<file path="config.mk">
export PLATFORM = sky130hd
export DESIGN_NAME = paa_queue
export DESIGN_NICKNAME = d
export VERILOG_FILES = /design/src/rtl/core/paa_pkg.sv /design/src/rtl/core/paa_queue.sv
export SDC_FILE = /design/constraint.sdc
export NUM_CORES = 1
export LEC_CHECK = 0
export ABC_CLOCK_PERIOD_IN_PS = 2800
export BUFFER_PORTS_ARGS = -buffer_cell sky130_fd_sc_hd__buf_2
export CAP_MARGIN = 20
export CORE_UTILIZATION = 48
export DETAILED_ROUTE_END_ITERATION = 10
export PLACE_DENSITY = 0.71
export SLEW_MARGIN = 20
export SYNTH_ARGS = -nofsm -noshare
export SYNTH_HDL_FRONTEND = slang
export SYNTH_SLANG_ARGS = --single-unit
</file>
<file path="constraint.sdc">
create_clock -name clk -period 2.8 [get_ports clk]
set_input_delay 0.14 -clock clk [delete_from_list [all_inputs] [get_ports clk]]
set_output_delay 0.14 -clock clk [all_outputs]
set_load 0.03 [all_outputs]
</file>
<file path="src/rtl/core/paa_pkg.sv">
package paa_pkg;

  localparam int NUM_ASICS_DEF          = 2;
  localparam int NUM_CHANNELS_DEF       = 16;
  localparam int NUM_WINDOWS_DEF        = 512;
  localparam int SAMPLES_PER_WINDOW_DEF = 32;
  localparam int WINDOWS_PER_BLOCK_DEF  = 4;

  localparam int SUM_W      = 28;
  localparam int ADC_W      = 12;
  localparam int ASIC_W     = 4;
  localparam int CH_W       = 4;
  localparam int BASE_W     = 9;
  localparam int SUB_W      = 2;
  localparam int SAMP_W     = 5;
  localparam int MASK_W     = 10;
  localparam int CNT_W      = 16;
  localparam int CFG_IDX_W  = 1;
  localparam int CFG_DATA_W = 16;

  localparam logic [CFG_IDX_W-1:0] REG_ASIC_MASK = 1'b0;
  localparam logic [CFG_IDX_W-1:0] REG_AVG_COUNT = 1'b1;

  localparam logic [MASK_W-1:0] MASK_RESET = 10'd1023;
  localparam logic [CNT_W-1:0]  AVG_RESET  = 16'd1;

  localparam logic OP_ACC  = 1'b0;
  localparam logic OP_READ = 1'b1;

  localparam int Q_DEPTH = 2;

  typedef struct packed {
    logic op;
    logic loc_ok;
    logic enabled;
  } item_flags_t;

  localparam int FLAGS_W = $bits(item_flags_t);

endpackage

</file>
<file path="src/rtl/core/paa_queue.sv">
module paa_queue #(
  parameter int WIDTH = 32,
  parameter int DEPTH = paa_pkg::Q_DEPTH
) (
  input  logic             clk,
  input  logic             rst_n,
  input  logic             wr_en,
  input  logic [WIDTH-1:0] wr_data,
  output logic             full,
  input  logic             rd_en,
  output logic [WIDTH-1:0] rd_data,
  output logic             not_empty
);

  localparam int PW = (DEPTH > 1) ? $clog2(DEPTH) : 1;
  localparam int CW = $clog2(DEPTH + 1);

  logic [WIDTH-1:0] entries_r [DEPTH];
  logic [PW-1:0]    wr_ptr_r;
  logic [PW-1:0]    rd_ptr_r;
  logic [CW-1:0]    count_r;

  assign full      = count_r == CW'(DEPTH);
  assign not_empty = count_r != '0;
  assign rd_data   = entries_r[rd_ptr_r];

  always_ff @(posedge clk) begin
    if (wr_en) begin
      entries_r[wr_ptr_r] <= wr_data;
    end
  end

  always_ff @(posedge clk) begin
    if (!rst_n) begin
      wr_ptr_r <= '0;
      rd_ptr_r <= '0;
      count_r  <= '0;
    end else begin
      if (wr_en) begin
        wr_ptr_r <= (wr_ptr_r == PW'(DEPTH - 1)) ? '0 : wr_ptr_r + 1'b1;
      end
      if (rd_en) begin
        rd_ptr_r <= (rd_ptr_r == PW'(DEPTH - 1)) ? '0 : rd_ptr_r + 1'b1;
      end
      if (wr_en && !rd_en) begin
        count_r <= count_r + 1'b1;
      end else if (rd_en && !wr_en) begin
        count_r <= count_r - 1'b1;
      end
    end
  end

endmodule

</file>
Word level (Yosys, flattened, before mapping):

Memories as Yosys holds them, arrays and structs flattened. A register that Yosys moved wholly into a read port is not among the register bits.
Index checks and enable logic that the tools add are counted.

* register bits: 4
* bits in writable memories: 64
* input port bits: 36
* output and inout port bits: 34
* logic and storage cells: 23
* memories: 1

* add/subtract/negate cells: 4
* equal/unequal tests: 1
* multiplexer cells: 8
* reductions and logical operators: 6

Memory list
* entries_r: depth 2, width 32, rd ports 1, clocked after memory_dff 1, wr ports 1, line paa_queue.sv:18 `logic [WIDTH-1:0] entries_r [DEPTH];`

Operators with widths (count)
* $mux 1: 6
* $mux 2: 2
* $reduce_bool 2->1: 2
* $add 1x1->1 const B: 2
* $add 2x1->2 const B: 1
* $eq 2x2->1 const B: 1
* $logic_and 1x1->1: 2
* $logic_not 1->1: 2
* $sub 2x1->2 const B: 1

Depth between registers and ports, before layout:

Gate-level depths: netlist (run 1).

* depth in word-level cells: 4
* depth in mapped cells: 5
* depth with buffers taken out: 5

Least setup slack after synthesis (run 1):

OpenSTA, ideal clock, no wires.

* kind: reg2reg
* from: register wr_ptr_r
* to: memory entries_r[0][0], enable pin
* library setup time: 426 ps
* data arrival time: 1776 ps
* required time: 2374 ps
* slack: 598 ps
* cell stages (with the launch flop): 2
* path buffers: 0
* period minus slack after synthesis: 2202 ps
* path through: dfxtp_1 nor2b_1

RTL lines
* start, declared: line paa_queue.sv:19 `logic [PW-1:0] wr_ptr_r;`
* start signal, assigned: line paa_queue.sv:40 `wr_ptr_r <= (wr_ptr_r == PW'(DEPTH - 1)) ? '0 : wr_ptr_r + 1'b1;`
* end, declared: line paa_queue.sv:18

No word-level cell before the write port.

==> flow_summary.toml, run 1 <==
[final_layout]
fill_cells = 365
layout.nets = 270
seq_area_um2 = 2022
area_delta_synth_final_pct = 39.74
multi_input_area_um2 = 485.5
fin_area_um2 = 3537
drive_gt1_frac = 0.5042
antenna_cells = 0

[floorplan]
ioPinCount = 70
start_util = 0.4956
die_y_um = 74.62
die_w_um = 74.62
dieArea_um2 = 5567
num_rows = 26
core_area_um2 = 5107

[critical_path]
crit_type = "reg2out"
max_stage_delay_ps = 840
path_max_fanout = 17
start_kind = "register"
ff2ff_path_depth = 1
crit_chain = "buf_12 -> mux2_2 -> buf_2"
critPathSlowestCell = "dfxtp_1"
crit_required_ps = 2660
endpoint_kind = "primary output"
worstPathArrival_ps = 1960

[place]
portBuffers = 69
dpl.hpwl_mm = 2.754
preCtsSetupSlack_ps = 1018
place_area_um2 = 2979
globalplace.congestion = 0.6485

[clocking]
tritoncts = "yes"
htree_levels = 3
cts_buffers = 9
post-cts-setup-buffers = 0
postCtsResizedCells = 0
ctsLongestPathBuffers = 2
path_clk_slew_ps = 70
holdBufCountCts = 32
cts_sinks = 69
cts_root_buffer = "clkbuf_8"
clock_latency_ps = 340

[global_route]
grt_first_pass_wirelength_mm = 6.858
grt_pass1_vias = 1530
antenna_found_initial = 0
grtUsageTotal = 0.1791
gr-total-overflow = 0
grt_max_degree = 34

[yosys]
yosysWarnings = 0
synthFlopType = "edfxtp_1"
yosysSeqAreaShare = 0.7988
async_flop_share = 0
syn_area_um2 = 2531
yosysUniqueCellTypes = 18
yosys_register_bits = 69
avgSynthCellArea_um2 = 20.75
synth-edff-count = 64
synthCells = 122
syn-num-nets = 159

[detailed_routing]
drc_errors = 0
dr.pass1.iters = 4
routedWlPerCell_um = 15.09
drt-initial-drc-count = 68
avgViaCountPerCell = 4.818
ant_nets = 0
dr_total_vias = 1484
wirelength_mm = 4.647

[timing]
slew_viol_final = 0
setup_viol = 0
hold_viol = 0
grt_setup_unrepaired = "false"
tns_ps = 0
skew_ps = 7.060
fmax_ghz = 0.4755
final.min_clock_period_ps = 2103
fin_ws_ps = 697.0
period_share = 0.7511
maxSlewHeadroom = 0.3628
hold_slack_ps = 76.49
tightest_slew_ps = 953.9

[power_and_ir_drop]
vdd_ir_drop_max_uv = 387.8
finalPower_mw = 2.515
pwr_density_cell_nw_per_um2 = 710.9
cellLeakagePower_nw = 1.367

[job]
timing.max_cap.violations = 0

[run_status]
outcome = "complete, no violations"

[min_path]
holdPathStages = 2
min_path_type = "in2reg"
flip-flops by register name, indices dropped and copies added, names as in the netlist, named ones only:
signal	count
wr_ptr_r	1
rd_ptr_r	1
count_r	2
entries_r	64
layer usage:
metal	share of wire	vias to the layer above	track usage	wire, um
met5	0	-	0	0
met1	0.38	715	0.1878	1774
met3	0.068	9	0.05890	317
met2	0.53	67	0.3193	2480
met4	0.016	0	0.09434	74
li1	-	693	-	-
synthesized netlist by cell type (all sizes together) (2+ instances only):
library cell / count / share of area
mux2: 32 / 0.14
and2: 4 / 0.0099
buf: 3 / 0.0089
xor2: 2 / 0.0069
edfxtp: 64 / 0.76
dfxtp: 5 / 0.040
nor2b: 2 / 0.0049
report_power, final:
group	internal [mW]	switching, mW	total, mW
Clock	0.586	0.362	0.949
Sequential	1.19	0.0259	1.21
Combinational	0.152	0.200	0.352
area by class of cell:
class | count | share of cell area
clock buffers | 9 | 0.03502
clock inverters | 7 | 0.03219
inverters | 1 | 0.001061
multi-input cells | 48 | 0.1372
flip-flops and latches | 69 | 0.5716
well taps | 70 | 0.02476
repair buffers | 104 | 0.1981
kinds of logic after synthesis:
group | Yosys count | share of synthesized area
xor gates and xnor gates | 3 | 0.01038
muxes | 32 | 0.1424
and+or+nand+nor | 9 | 0.02323
adders and majority gates | 1 | 0.004942
AOI/OAI and AO/OA | 3 | 0.007909
buffers and inverters | 5 | 0.01235
DFF | 69 | 0.7988
cell usage in the layout, fill, tap and decap left out, types with 2 or more instances in the layout:
cell type / n
buf_2: 69
edfxtp_1: 64
dlygate4sd3_1: 32
mux2_2: 30
clkbuf_8: 9
dfxtp_1: 5
and2_1: 4
bufinv_16: 3
mux2_1: 2
xor2_1: 2
clkinvlp_4: 2
buf_4: 2
path summary, 6_finish.rpt:
path | from | end | slack, ps
min reg2reg | count_r[1]$_SDFFE_PN0P_ | count_r[1]$_SDFFE_PN0P_ | 500
min | rst_n | rd_ptr_r$_SDFFE_PN0P_ | 80
max | register | rd_data[2] | 700
max reg2reg | wr_ptr_r$_SDFFE_PN0P_ | entries_r[0][11]$_DFFE_PP_ | 1310
worst max-delay path, delay by kind of cell (launching register included):
| family | cells | cell delay [ps] |
|---|---|---|
| flip-flops | 1 | 840 |
| buffers and inverters | 2 | 420 |
| multiplexers | 1 | 350 |
per-stage QoR:
stage,utilization,instances
CTS,0.6926,308
finish,0.6926,308
global placement,0.5833,260
global route,0.6926,308
floorplan,-,122
detailed placement,0.5833,260
No activity file was read; power rests on OpenSTA's default activity.
==> inputs of run 2 (changes only) <==
Settings changed: ABC_CLOCK_PERIOD_IN_PS 2800 to 1800, CORE_UTILIZATION 48 to 46.
Clock period 2.8 ns to 1.8 ns, I/O delays scaled along.
==> flow_summary.toml, run 2 (synthesized netlist as in run 1, its figures left out) <==
[floorplan]
num_rows = 26
core_area_um2 = 5205
die_y_um = 76.18
ioPinCount = 70
die_w_um = 76.18
dieArea_um2 = 5803
start_util = 0.4863

[critical_path]
critPathSlowestCell = "mux2_2"
crit_chain = "buf_4 -> mux2_2 -> buf_2"
r2r_slack_ps = 600
endpoint_kind = "primary output"
crit_required_ps = 1710
start_kind = "register"
max_stage_delay_ps = 370
path_max_fanout = 17
ff2ff_path_depth = 2
reg2reg_from = "wr_ptr_r$_SDFFE_PN0P_"
crit_path_end = "rd_data[21]"
crit_type = "reg2out"
worstPathArrival_ps = 1450
rr_endpoint = "entries_r[0][8]$_DFFE_PP_"

[power_and_ir_drop]
pwr_density_cell_nw_per_um2 = 988.5
power.share.clock = 0.287
p_sw_uw = 850.5
combPwrFrac = 0.163
finalPower_mw = 3.410
cellLeakagePower_nw = 1.336
switching_share = 0.2494
p_seq_frac = 0.550
vdd_ir_drop_max_uv = 644.9
p_int_mw = 2.559

[place]
preCtsSetupSlack_ps = 603.8
dpl.hpwl_mm = 2.806
globalplace.congestion = 0.6804
dp.cells = 262
portBuffers = 69

[timing]
tns_ps = 0
slew_viol_final = 0
maxSlewHeadroom = 0.7037
fmax_ghz = 0.6485
tightest_slew_ps = 444.5
period_share = 0.8567
hold_viol = 0
fin_ws_ps = 258.0
grt_setup_unrepaired = "false"
skew_ps = 4.456
final.min_clock_period_ps = 1542
setup_viol = 0

[final_layout]
antenna_cells = 0
final_cell_mix = "buf_2 (69), edfxtp_1 (64), dlygate4sd3_1 (32)"
area_delta_synth_final_pct = 36.28
layout.nets = 272
fill_cells = 373
layout.cells.non_filler = 309
largestRegisters = "entries_r x64, count_r x2"
largest_reg_flops = 64
largest-register = "entries_r"
layout_commonest_cell = "buf_2"
drive_gt1_frac = 0.4895

[run_status]
outcome = "complete, no violations"

[global_route]
grt_max_degree = 34
grt_first_pass_wirelength_mm = 7.141
antenna_found_initial = 0
grtUsageTotal = 0.1694
grt_pass1_vias = 1594
gr-total-overflow = 0

[job]
timing.max_cap.violations = 0

[clocking]
tritoncts = "yes"
htree_levels = 3
post-cts-setup-buffers = 0
cts_sinks = 69
ctsLongestPathBuffers = 2
path_clk_slew_ps = 70
clock_latency_ps = 330
cts_buffers = 9
cts_root_buffer = "clkbuf_8"

[detailed_routing]
wirelength_mm = 4.461
drc_errors = 0
ant_nets = 0
drt-initial-drc-count = 34
avgViaCountPerCell = 4.686
dr_total_vias = 1448
dr.pass1.iters = 4
routedWlPerCell_um = 14.44

[min_path]
min_path_type = "in2reg"
-- run 2: changes by cell type in the layout (fill, tap and decap cells not counted) --
| cell | delta |
|---|---|
| buf_4 | +3 |
| clkinvlp_4 | -2 |
| clkinv_1 | +2 |
| buf_12 | -1 |
| clkbuf_1 | +2 |
| bufinv_16 | -3 |
-- run 2: worst min-delay path by stage --
stage                            from                    endpoint  slack (ps)  depth (start not counted)
after floorplan            wr_data[0]   entries_r[0][0]$_DFFE_PP_         190                          0
after global placement     wr_data[7]   entries_r[0][7]$_DFFE_PP_         280                          1
after detailed placement  wr_data[25]  entries_r[0][25]$_DFFE_PP_         280                          1
after CTS                       rst_n       rd_ptr_r$_SDFFE_PN0P_           3                          2
after global routing            rst_n       rd_ptr_r$_SDFFE_PN0P_          20                          2
final                           rst_n       rd_ptr_r$_SDFFE_PN0P_          20                          2
-- run 2: worst max-delay path: cells and delay by family, from the launching register on --
| family | cells | cell delay (ps) |
|---|---|---|
| buffers and inverters | 2 | 420 |
| flip-flops | 1 | 320 |
| multiplexers | 1 | 370 |
-- run 2: area by class of cell --
type	instances	area (um2)	share of cell area
clock inverter	4	16.27	0.004715
inverter	1	3.754	0.001088
tap	70	87.58	0.02539
timing repair buffer	106	703.2	0.2038
clock buffer	11	131.4	0.03808
multi-input combinational	48	485.5	0.1407
sequential	69	2022	0.5861
-- run 2: timing repair --
action	4_1_cts	5_1_grt
hold buffers	32	0
hold endpoints to repair	64	0
resized for setup	0	0
-- run 2: power groups by stage --
| stage | logic (mW) | clock network [mW] | registers, mW |
|---|---|---|---|
| finish | 0.556 | 0.980 | 1.87 |
| global route | 0.591 | 1.07 | 1.88 |
| global placement | 0.494 | 0 | 1.90 |
| detailed placement | 0.505 | 0 | 1.91 |
| CTS | 0.561 | 1.01 | 1.88 |
| floorplan | 0.354 | 0 | 1.90 |
-- run 2: per-layer routing --
layer | part of all wire | global-route usage | wire length [um]
met1 | 0.41 | 0.1804 | 1836
met2 | 0.52 | 0.2955 | 2308
met3 | 0.046 | 0.04431 | 205
met4 | 0.025 | 0.1135 | 112
met5 | 0 | 0 | 0
-- run 2: metrics by stage --
step / area, um2 / utilization / hold slack (ps)
CTS: 3450 / 0.6627 / 2.918
global placement: 2982 / 0.5728 / 278.6
detailed placement: 2982 / 0.5728 / 282.0
finish: 3450 / 0.6627 / 22.19
floorplan: 2534 / - / 188.9
global route: 3450 / 0.6627 / 23.84
