===== config.mk =====
export PLATFORM = sky130hd
export DESIGN_NAME = paa_front
export DESIGN_NICKNAME = d
export VERILOG_FILES = /design/src/rtl/core/paa_pkg.sv /design/src/rtl/core/paa_front.sv
export SDC_FILE = /design/constraint.sdc
export NUM_CORES = 1
export LEC_CHECK = 0
export BUFFER_PORTS_ARGS = -buffer_cell sky130_fd_sc_hd__buf_2
export CORE_UTILIZATION = 43
export CTS_CLUSTER_DIAMETER = 120
export DETAILED_ROUTE_END_ITERATION = 10
export GPL_TIMING_DRIVEN = 0
export PLACE_DENSITY_LB_ADDON = 0.1
export SETUP_SLACK_MARGIN = 0.02
export SYNTH_ARGS = -nofsm -noshare
export SYNTH_HDL_FRONTEND = slang
export SYNTH_SLANG_ARGS = --single-unit
export TNS_END_PERCENT = 1

===== constraint.sdc =====
create_clock -name clk -period 2.5 [get_ports clk]
set_input_delay 0.375 -clock clk [delete_from_list [all_inputs] [get_ports clk]]
set_output_delay 0.375 -clock clk [all_outputs]
set_load 0.1 [all_outputs]

===== src/rtl/core/paa_pkg.sv =====
package paa_pkg;

  localparam int NUM_ASICS_DEF          = 2;
  localparam int NUM_CHANNELS_DEF       = 16;
  localparam int NUM_WINDOWS_DEF        = 512;
  localparam int SAMPLES_PER_WINDOW_DEF = 32;
  localparam int WINDOWS_PER_BLOCK_DEF  = 4;

  localparam int SUM_W      = 28;
  localparam int ADC_W      = 12;
  localparam int ASIC_W     = 4;
  localparam int CH_W       = 4;
  localparam int BASE_W     = 9;
  localparam int SUB_W      = 2;
  localparam int SAMP_W     = 5;
  localparam int MASK_W     = 10;
  localparam int CNT_W      = 16;
  localparam int CFG_IDX_W  = 1;
  localparam int CFG_DATA_W = 16;

  localparam logic [CFG_IDX_W-1:0] REG_ASIC_MASK = 1'b0;
  localparam logic [CFG_IDX_W-1:0] REG_AVG_COUNT = 1'b1;

  localparam logic [MASK_W-1:0] MASK_RESET = 10'd1023;
  localparam logic [CNT_W-1:0]  AVG_RESET  = 16'd1;

  localparam logic OP_ACC  = 1'b0;
  localparam logic OP_READ = 1'b1;

  localparam int Q_DEPTH = 2;

  typedef struct packed {
    logic op;
    logic loc_ok;
    logic enabled;
  } item_flags_t;

  localparam int FLAGS_W = $bits(item_flags_t);

endpackage


===== src/rtl/core/paa_front.sv =====
module paa_front #(
  parameter int NUM_ASICS          = paa_pkg::NUM_ASICS_DEF,
  parameter int NUM_CHANNELS       = paa_pkg::NUM_CHANNELS_DEF,
  parameter int NUM_WINDOWS        = paa_pkg::NUM_WINDOWS_DEF,
  parameter int SAMPLES_PER_WINDOW = paa_pkg::SAMPLES_PER_WINDOW_DEF,
  parameter int WINDOWS_PER_BLOCK  = paa_pkg::WINDOWS_PER_BLOCK_DEF,
  parameter int ENTRY_W            = 32
) (
  input  logic                        clk,
  input  logic                        rst_n,
  input  logic                        in_valid,
  output logic                        in_ready,
  input  logic                        in_op,
  input  logic [paa_pkg::ASIC_W-1:0]  in_asic,
  input  logic [paa_pkg::CH_W-1:0]    in_channel,
  input  logic [paa_pkg::BASE_W-1:0]  in_window_base,
  input  logic [paa_pkg::SUB_W-1:0]   in_subwindow,
  input  logic [paa_pkg::SAMP_W-1:0]  in_sample_index,
  input  logic [paa_pkg::ADC_W-1:0]   in_adc_value,
  input  logic [paa_pkg::MASK_W-1:0]  asic_mask,
  input  logic                        clear_done,
  input  logic                        q_full,
  output logic                        q_wr_en,
  output logic [ENTRY_W-1:0]          q_wr_data
);

  localparam int K      = 20;
  localparam int RECIP  = (1 << K) / NUM_WINDOWS;
  localparam int ROW_N  = NUM_ASICS * NUM_CHANNELS;
  localparam int DEPTH  = ROW_N * NUM_WINDOWS * SAMPLES_PER_WINDOW;
  localparam int ADDR_W = $clog2(DEPTH);
  localparam int ROW_W  = (ROW_N > 1) ? $clog2(ROW_N) : 1;
  localparam int V_W    = paa_pkg::BASE_W + 1;
  localparam int PROD_W = V_W + K + 1;
  localparam int WIN_W  = $clog2(NUM_WINDOWS);
  localparam int RB_W   = $clog2(ROW_N * NUM_WINDOWS);

  logic                         adv;
  logic                         asic_ok;
  paa_pkg::item_flags_t         in_flags;
  logic [ROW_W-1:0]             in_row;
  logic [V_W-1:0]               in_v;
  logic [PROD_W-1:0]            in_prod;

  logic                         s1_valid_r;
  paa_pkg::item_flags_t         s1_flags_r;
  logic [ROW_W-1:0]             s1_row_r;
  logic [V_W-1:0]               s1_v_r;
  logic [PROD_W-1:0]            s1_prod_r;
  logic [paa_pkg::SAMP_W-1:0]   s1_samp_r;
  logic [paa_pkg::ADC_W-1:0]    s1_adc_r;

  logic [31:0]                  quot;
  logic [31:0]                  rem;
  logic [31:0]                  win_full;
  logic [WIN_W-1:0]             s1_win;
  logic [RB_W-1:0]              s1_rb;

  logic                         s2_valid_r;
  paa_pkg::item_flags_t         s2_flags_r;
  logic [RB_W-1:0]              s2_rb_r;
  logic [WIN_W-1:0]             s2_win_r;
  logic [paa_pkg::SAMP_W-1:0]   s2_samp_r;
  logic [paa_pkg::ADC_W-1:0]    s2_adc_r;
  logic [ADDR_W-1:0]            s2_addr;

  assign adv      = !s2_valid_r || !q_full;
  assign in_ready = clear_done && adv;

  always_comb begin
    asic_ok          = 32'(in_asic) < NUM_ASICS;
    in_flags.op      = in_op;
    in_flags.loc_ok  = asic_ok && (32'(in_channel) < NUM_CHANNELS) &&
                       (32'(in_subwindow) < WINDOWS_PER_BLOCK) &&
                       (32'(in_sample_index) < SAMPLES_PER_WINDOW);
    in_flags.enabled = asic_ok && asic_mask[in_asic];
    in_row           = ROW_W'(32'(in_asic) * 32'(NUM_CHANNELS) + 32'(in_channel));
    in_v             = V_W'(in_window_base) + V_W'(in_subwindow);
    in_prod          = PROD_W'(32'(in_v) * 32'(RECIP));
  end

  // window wrap by reciprocal, quotient low by at most one
  always_comb begin
    quot     = 32'(s1_prod_r >> K);
    rem      = 32'(s1_v_r) - quot * 32'(NUM_WINDOWS);
    win_full = (rem >= 32'(NUM_WINDOWS)) ? rem - 32'(NUM_WINDOWS) : rem;
    s1_win   = WIN_W'(win_full);
    s1_rb    = RB_W'(32'(s1_row_r) * 32'(NUM_WINDOWS));
  end

  assign s2_addr   = ADDR_W'((32'(s2_rb_r) + 32'(s2_win_r)) * 32'(SAMPLES_PER_WINDOW) +
                             32'(s2_samp_r));
  assign q_wr_en   = s2_valid_r && !q_full;
  assign q_wr_data = {s2_addr, s2_adc_r, s2_flags_r};

  always_ff @(posedge clk) begin
    if (!rst_n) begin
      s1_valid_r <= 1'b0;
      s2_valid_r <= 1'b0;
    end else if (adv) begin
      s1_valid_r <= in_valid && in_ready;
      s1_flags_r <= in_flags;
      s1_row_r   <= in_row;
      s1_v_r     <= in_v;
      s1_prod_r  <= in_prod;
      s1_samp_r  <= in_sample_index;
      s1_adc_r   <= in_adc_value;
      s2_valid_r <= s1_valid_r;
      s2_flags_r <= s1_flags_r;
      s2_rb_r    <= s1_rb;
      s2_win_r   <= s1_win;
      s2_samp_r  <= s1_samp_r;
      s2_adc_r   <= s1_adc_r;
    end
  end

endmodule


Word-level counts from Yosys, hierarchy flattened
Cells that the tools add are included.
{ "totals": {"latch_bits": 0, "word_cells": 36, "output_inout_bits": 34, "input_bits": 52, "reg_bits": 67, "ram_bits": 0, "mem_bits_ro": 0, "memories": 0} }
{ "op_classes": {"reduce_logical": 8, "n_addsub": 6, "shift": 0, "mul": 0, "bitwise_logic": 0, "muxes": 3, "div": 0, "n_eq_ne": 0, "magnitude_cmp": 3} }
{ "op_table": {"columns": ["cell", "n"], "rows": [
  [">= comparator 32 x 10 -> 1 bit, second input constant", 1],
  ["adder 17 x 5 -> 17 bit", 1],
  ["adder 12 x 9 -> 12 bit", 1],
  ["subtractor 10 x 10 -> 11 bit", 1],
  ["adder 9 x 2 -> 10 bit", 1],
  ["two-way mux 9 bit", 1],
  ["subtractor 9 x 1 -> 9 bit, second input constant", 1],
  ["< comparator 4 x 5 -> 1 bit, second input constant", 1],
  ["binary-select mux 1 bit (select 4 bit)", 1],
  ["logical AND 1 bit", 4],
  ["< comparator 4 x 2 -> 1 bit, second input constant", 1],
  ["adder 1 x 3 -> 3 bit, first input constant", 1],
  ["zero test 1 bit", 2],
  ["AND reduction 2 bit", 1],
  ["logical OR 1 bit", 1],
  ["two-way mux 1 bit", 1]
]} }

Logic depth before layout (Yosys ltp)
{ "logic_depth": {"ltp_word": 4, "depth_mapped": 6, "ltp_nobuf": 6} }

Worst setup path after synthesis
OpenSTA, ideal clock, no wires.
{ "synth_timing": {"kind": "input-to-reg", "startpoint": "in q_full", "endpoint": "reg s2_flags_r (netlist bit q_wr_data[0]) (enable)", "setup_ps": 429, "cell_stages": 2, "path_buffers": 0, "path_slack_ps": 101, "arrival_ps": 1970, "path_cell_list": "nand2_1 > and2_1"} }
{ "synth_between": {"elab_chain_len": 3} }
{ "synth_lines": {"columns": ["element", "line_no", "text"], "rows": [
  ["start, declared", "paa_front.sv:22", "input logic q_full,"],
  ["zero test 1 bit", "paa_front.sv:67", "assign adv = !s2_valid_r || !q_full;"],
  ["logical OR 1 bit", "paa_front.sv:67", null],
  ["AND reduction 2 bit (no source line)", null, null],
  ["end signal, assigned", "paa_front.sv:109", "s2_flags_r <= s1_flags_r;"],
  ["end, declared", "paa_front.sv:60", "paa_pkg::item_flags_t s2_flags_r;"]
]} }
Every way passes these cells.
A chain may end at the register's enable or synchronous reset.

Worst setup path after layout
{ "layout_timing": {"startpoint": "reg s2_valid_r", "endpoint": "reg s2_adc_r[3] in the netlist's numbering (enable)"} }
{ "layout_between": {"elab_chain_len": 3} }
{ "layout_lines": {"columns": ["element", "line_no", "text"], "rows": [
  ["start, declared", "paa_front.sv:59", "logic s2_valid_r;"],
  ["start signal, assigned", "paa_front.sv:108", "s2_valid_r <= s1_valid_r;"],
  ["zero test 1 bit", "paa_front.sv:67", null],
  ["logical OR 1 bit", "paa_front.sv:67", null],
  ["AND reduction 2 bit (no source line)", null, null],
  ["end signal, assigned", "paa_front.sv:113", "s2_adc_r <= s1_adc_r;"],
  ["end, declared", "paa_front.sv:64", "logic [paa_pkg::ADC_W-1:0] s2_adc_r;"]
]} }
Every way passes these cells.

==> impl_metrics.sql <==
INSERT INTO impl_metrics (metric_group, metric, value, unit) VALUES
('die', 'die_span_y', '73.7', 'µm'),
('global_routing', 'grt_pass1_wl', '4530', 'µm'),
('setup_path', 'cp.required', '2520', 'ps'),
('synthesis', 'synth.yosys.warnings', '0', ''),
('die', 'floorplan.core_area', '0.00485', 'mm²'),
('synthesis', 'post_syn_area', '0.00221', 'mm²'),
('timing', 'setup_repair_after_global_routing_missed_its_margin', 'false', ''),
('placement', 'numPlacedInstances', '245', ''),
('setup_path', 'cpMaxStageDelayCell', 'sky130_fd_sc_hd__and2_2', ''),
('timing', 'final.setup_skew', '6.75', 'ps'),
('cts', 'numClockSinks', '66', ''),
('die', 'die_x', '73.7', 'µm'),
('power_and_ir_drop', 'p_leak', '0.00114', 'µW'),
('placement', 'detailed_place_hpwl', '2140', 'µm'),
('global_routing', 'grt_antenna_before_repair', '0', ''),
('detailed_routing', 'wl', '3150', 'µm'),
('global_routing', 'global_route.usage.total', '0.123', ''),
('cells_and_area', 'area_delta_synth_final', '29.2', '%'),
('setup_path', 'crit_end_category', 'flop', ''),
('die', 'design.die.area', '0.00543', 'mm²'),
('placement', 'gp_congestion', '0.627', ''),
('timing', 'achievable_clock_frequency', '575', 'MHz'),
('cells_and_area', 'leading_cell_type_in_the_layout_fill_and_taps_excluded', 'sky130_fd_sc_hd__buf_2', ''),
('die', 'start_util', '0.456', ''),
('cells_and_area', 'fill_cells', '401', ''),
('setup_path', 'timing.critical_path.from_type', 'flop', ''),
('cells_and_area', 'layout.cells.most_common_list', '76 x sky130_fd_sc_hd__buf_2, 64 x sky130_fd_sc_hd__edfxtp_1, 9 x sky130_fd_sc_hd__clkbuf_8', ''),
('cells_and_area', 'stdcell_count', '261', ''),
('detailed_routing', 'routed_wire_length_per_instance', '12.1', 'µm'),
('synthesis', 'synth.top_cell.area_share', '0.870', ''),
('power_and_ir_drop', 'irDropWorstVdd', '0.306', 'mV'),
('outcome', 'status', 'completed', ''),
('placement', 'placement.cell_area', '0.00270', 'mm²'),
('cts', 'clockBufferDepth', '2', ''),
('timing', 'final.period_utilization', '0.696', ''),
('detailed_routing', 'drt-pass1-iter-count', '3', ''),
('die', 'boundaryPins', '86', ''),
('detailed_routing', 'ant_nets', '0', ''),
('die', 'rows', '25', ''),
('placement', 'port_buffers', '76', ''),
('synthesis', 'postSynthRegisterBits', '66', ''),
('setup_path', 'path_class', 'reg2reg', ''),
('cts', 'cts_htree_levels', '3', ''),
('detailed_routing', 'number_of_vias_per_cell_after_detailed_routing', '4.39', ''),
('timing', 'timing.setup.tns', '0', 'ps'),
('detailed_routing', 'via_count', '1145', ''),
('cts', 'cts_tree', 'done', ''),
('setup_path', 'crit_path_cell_trace', 'nand2_1 > and2_2 > buf_16', ''),
('setup_path', 'timing.critical_path.slowest_cell_delay', '750', 'ps'),
('synthesis', 'seq_area_frac_synth', '0.888', ''),
('synthesis', 'synth_area_leaders', 'sky130_fd_sc_hd__edfxtp_1 87%, sky130_fd_sc_hd__xnor2_1 2.8%, sky130_fd_sc_hd__dfxtp_1 1.8%', ''),
('global_routing', 'grt_start_max_net_pins', '39', ''),
('timing', 'final_period_minus_worst_setup_slack', '1740', 'ps'),
('synthesis', 'postSynthCellCount', '101', ''),
('setup_path', 'crit_buf_inv', '1', ''),
('synthesis', 'post_synth.cell_area_avg', '21.9', 'µm²'),
('timing', 'hold_viol', '0', ''),
('setup_path', 'cpLargestDelayFamily', 'simple AND/OR/NAND/NOR gates', ''),
('synthesis', 'post-synth-top-area-cell', 'sky130_fd_sc_hd__edfxtp_1', ''),
('cells_and_area', 'final_net_count', '244', ''),
('setup_path', 'worst-endpoint-arrival', '1770', 'ps'),
('power_and_ir_drop', 'pwr_density_cell', '831', 'mW/mm²'),
('cells_and_area', 'layout-drive-gt1-share', '0.459', ''),
('global_routing', 'overflow', '0', ''),
('cts', 'cts_buffers', '9', ''),
('min_path', 'min-delay-path-class', 'in2reg', ''),
('job', 'maxCapViolations', '0', ''),
('setup_path', 'worst-path-max-fanout', '38', ''),
('timing', 'report.final.setup_viol', '0', ''),
('cts', 'clkLatencyLatePin', '320', 'ps'),
('synthesis', 'ys_types', '18', '');
-- final cells by class --
type | count | area [µm²] | area share
tap | 67 | 83.8 | 0.0294
clock buffer | 11 | 131 | 0.0460
multi-input combinational | 31 | 234 | 0.0819
sequential | 66 | 1960 | 0.687
timing repair buffer | 77 | 408 | 0.143
inverter | 4 | 15.0 | 0.00526
clock inverter | 5 | 21.3 | 0.00745
-- layer usage --
layer | up-vias | global-route usage | part of all wire
li1 | 560 | - | -
met1 | 530 | 0.122 | 0.38
met2 | 47 | 0.201 | 0.52
met3 | 8 | 0.0466 | 0.064
met4 | 0 | 0.109 | 0.029
met5 | - | 0 | 0
-- sequential cells by signal, summed over array words and instances (netlist names) --
name,cells
s1_samp_r,5
s1_v_r,9
s2_adc_r,12
s2_samp_r,5
s1_adc_r,12
s1_valid_r,1
s1_row_r,3
q_wr_data,3
s2_win_r,9
s1_flags_r,3
s2_rb_r,3
s2_valid_r,1
-- final timing paths --
kind	start	end	slack, ps	depth (start not counted)
setup / recovery	s2_valid_r	s2_adc_r[3]	760	3
hold / removal	in_adc_value[4]	s1_adc_r[4]	220	1
setup reg to reg	s2_valid_r	s2_adc_r[3]	760	3
hold reg to reg	s1_v_r[0]	s2_win_r[0]	420	0
-- cell usage after synthesis --
library cell	number
sky130_fd_sc_hd__edfxtp_1	64
sky130_fd_sc_hd__xnor2_1	7
sky130_fd_sc_hd__inv_1	4
sky130_fd_sc_hd__nand3_1	4
sky130_fd_sc_hd__nand2_1	3
sky130_fd_sc_hd__nor2b_1	3
sky130_fd_sc_hd__and2_1	2
sky130_fd_sc_hd__dfxtp_1	2
sky130_fd_sc_hd__ha_1	2
sky130_fd_sc_hd__nand4_1	2
sky130_fd_sc_hd__a21boi_0	1
sky130_fd_sc_hd__a21o_1	1
sky130_fd_sc_hd__a21oi_1	1
sky130_fd_sc_hd__and2b_1	1
sky130_fd_sc_hd__and4_1	1
sky130_fd_sc_hd__fa_1	1
sky130_fd_sc_hd__mux2i_1	1
sky130_fd_sc_hd__nor3_1	1
-- power by group --
part           switching [µW]  total [µW]  internal [µW]
combinational             302         367           64.9
sequential               15.2        1310           1300
clock                     347         693            346
-- stage by stage --
stage	hold WS, ps	util	total power [µW]	worst slack (ps)
2_1_floorplan	400	-	1620	101
3_3_place_gp	400	0.551	1690	-439
3_5_place_dp	405	0.557	1710	551
4_1_cts	206	0.589	2400	724
5_1_grt	203	0.589	2470	659
6_report	223	0.589	2370	759
-- logic make-up (layout without fill, tap and decap cells) --
group                    Yosys count  after routing  share of synthesized area
flip-flops                        66             66                      0.888
multiplexers                       1              1                    0.00453
buffers and inverters              4             97                    0.00679
AND/OR/NAND/NOR                   17             17                     0.0436
adder cells (fa/ha/maj)            3              3                     0.0204
XOR/XNOR                           7              7                     0.0277
AO/OA/AOI/OAI                      3              3                    0.00906
-- worst register-to-register path: cells and delay by family (launching register included) --
family	cells	cell delay, ps
simple gates	2	840
flops	1	340
buf+inv	1	260
Note: power is estimated with default switching activity, not from simulation.
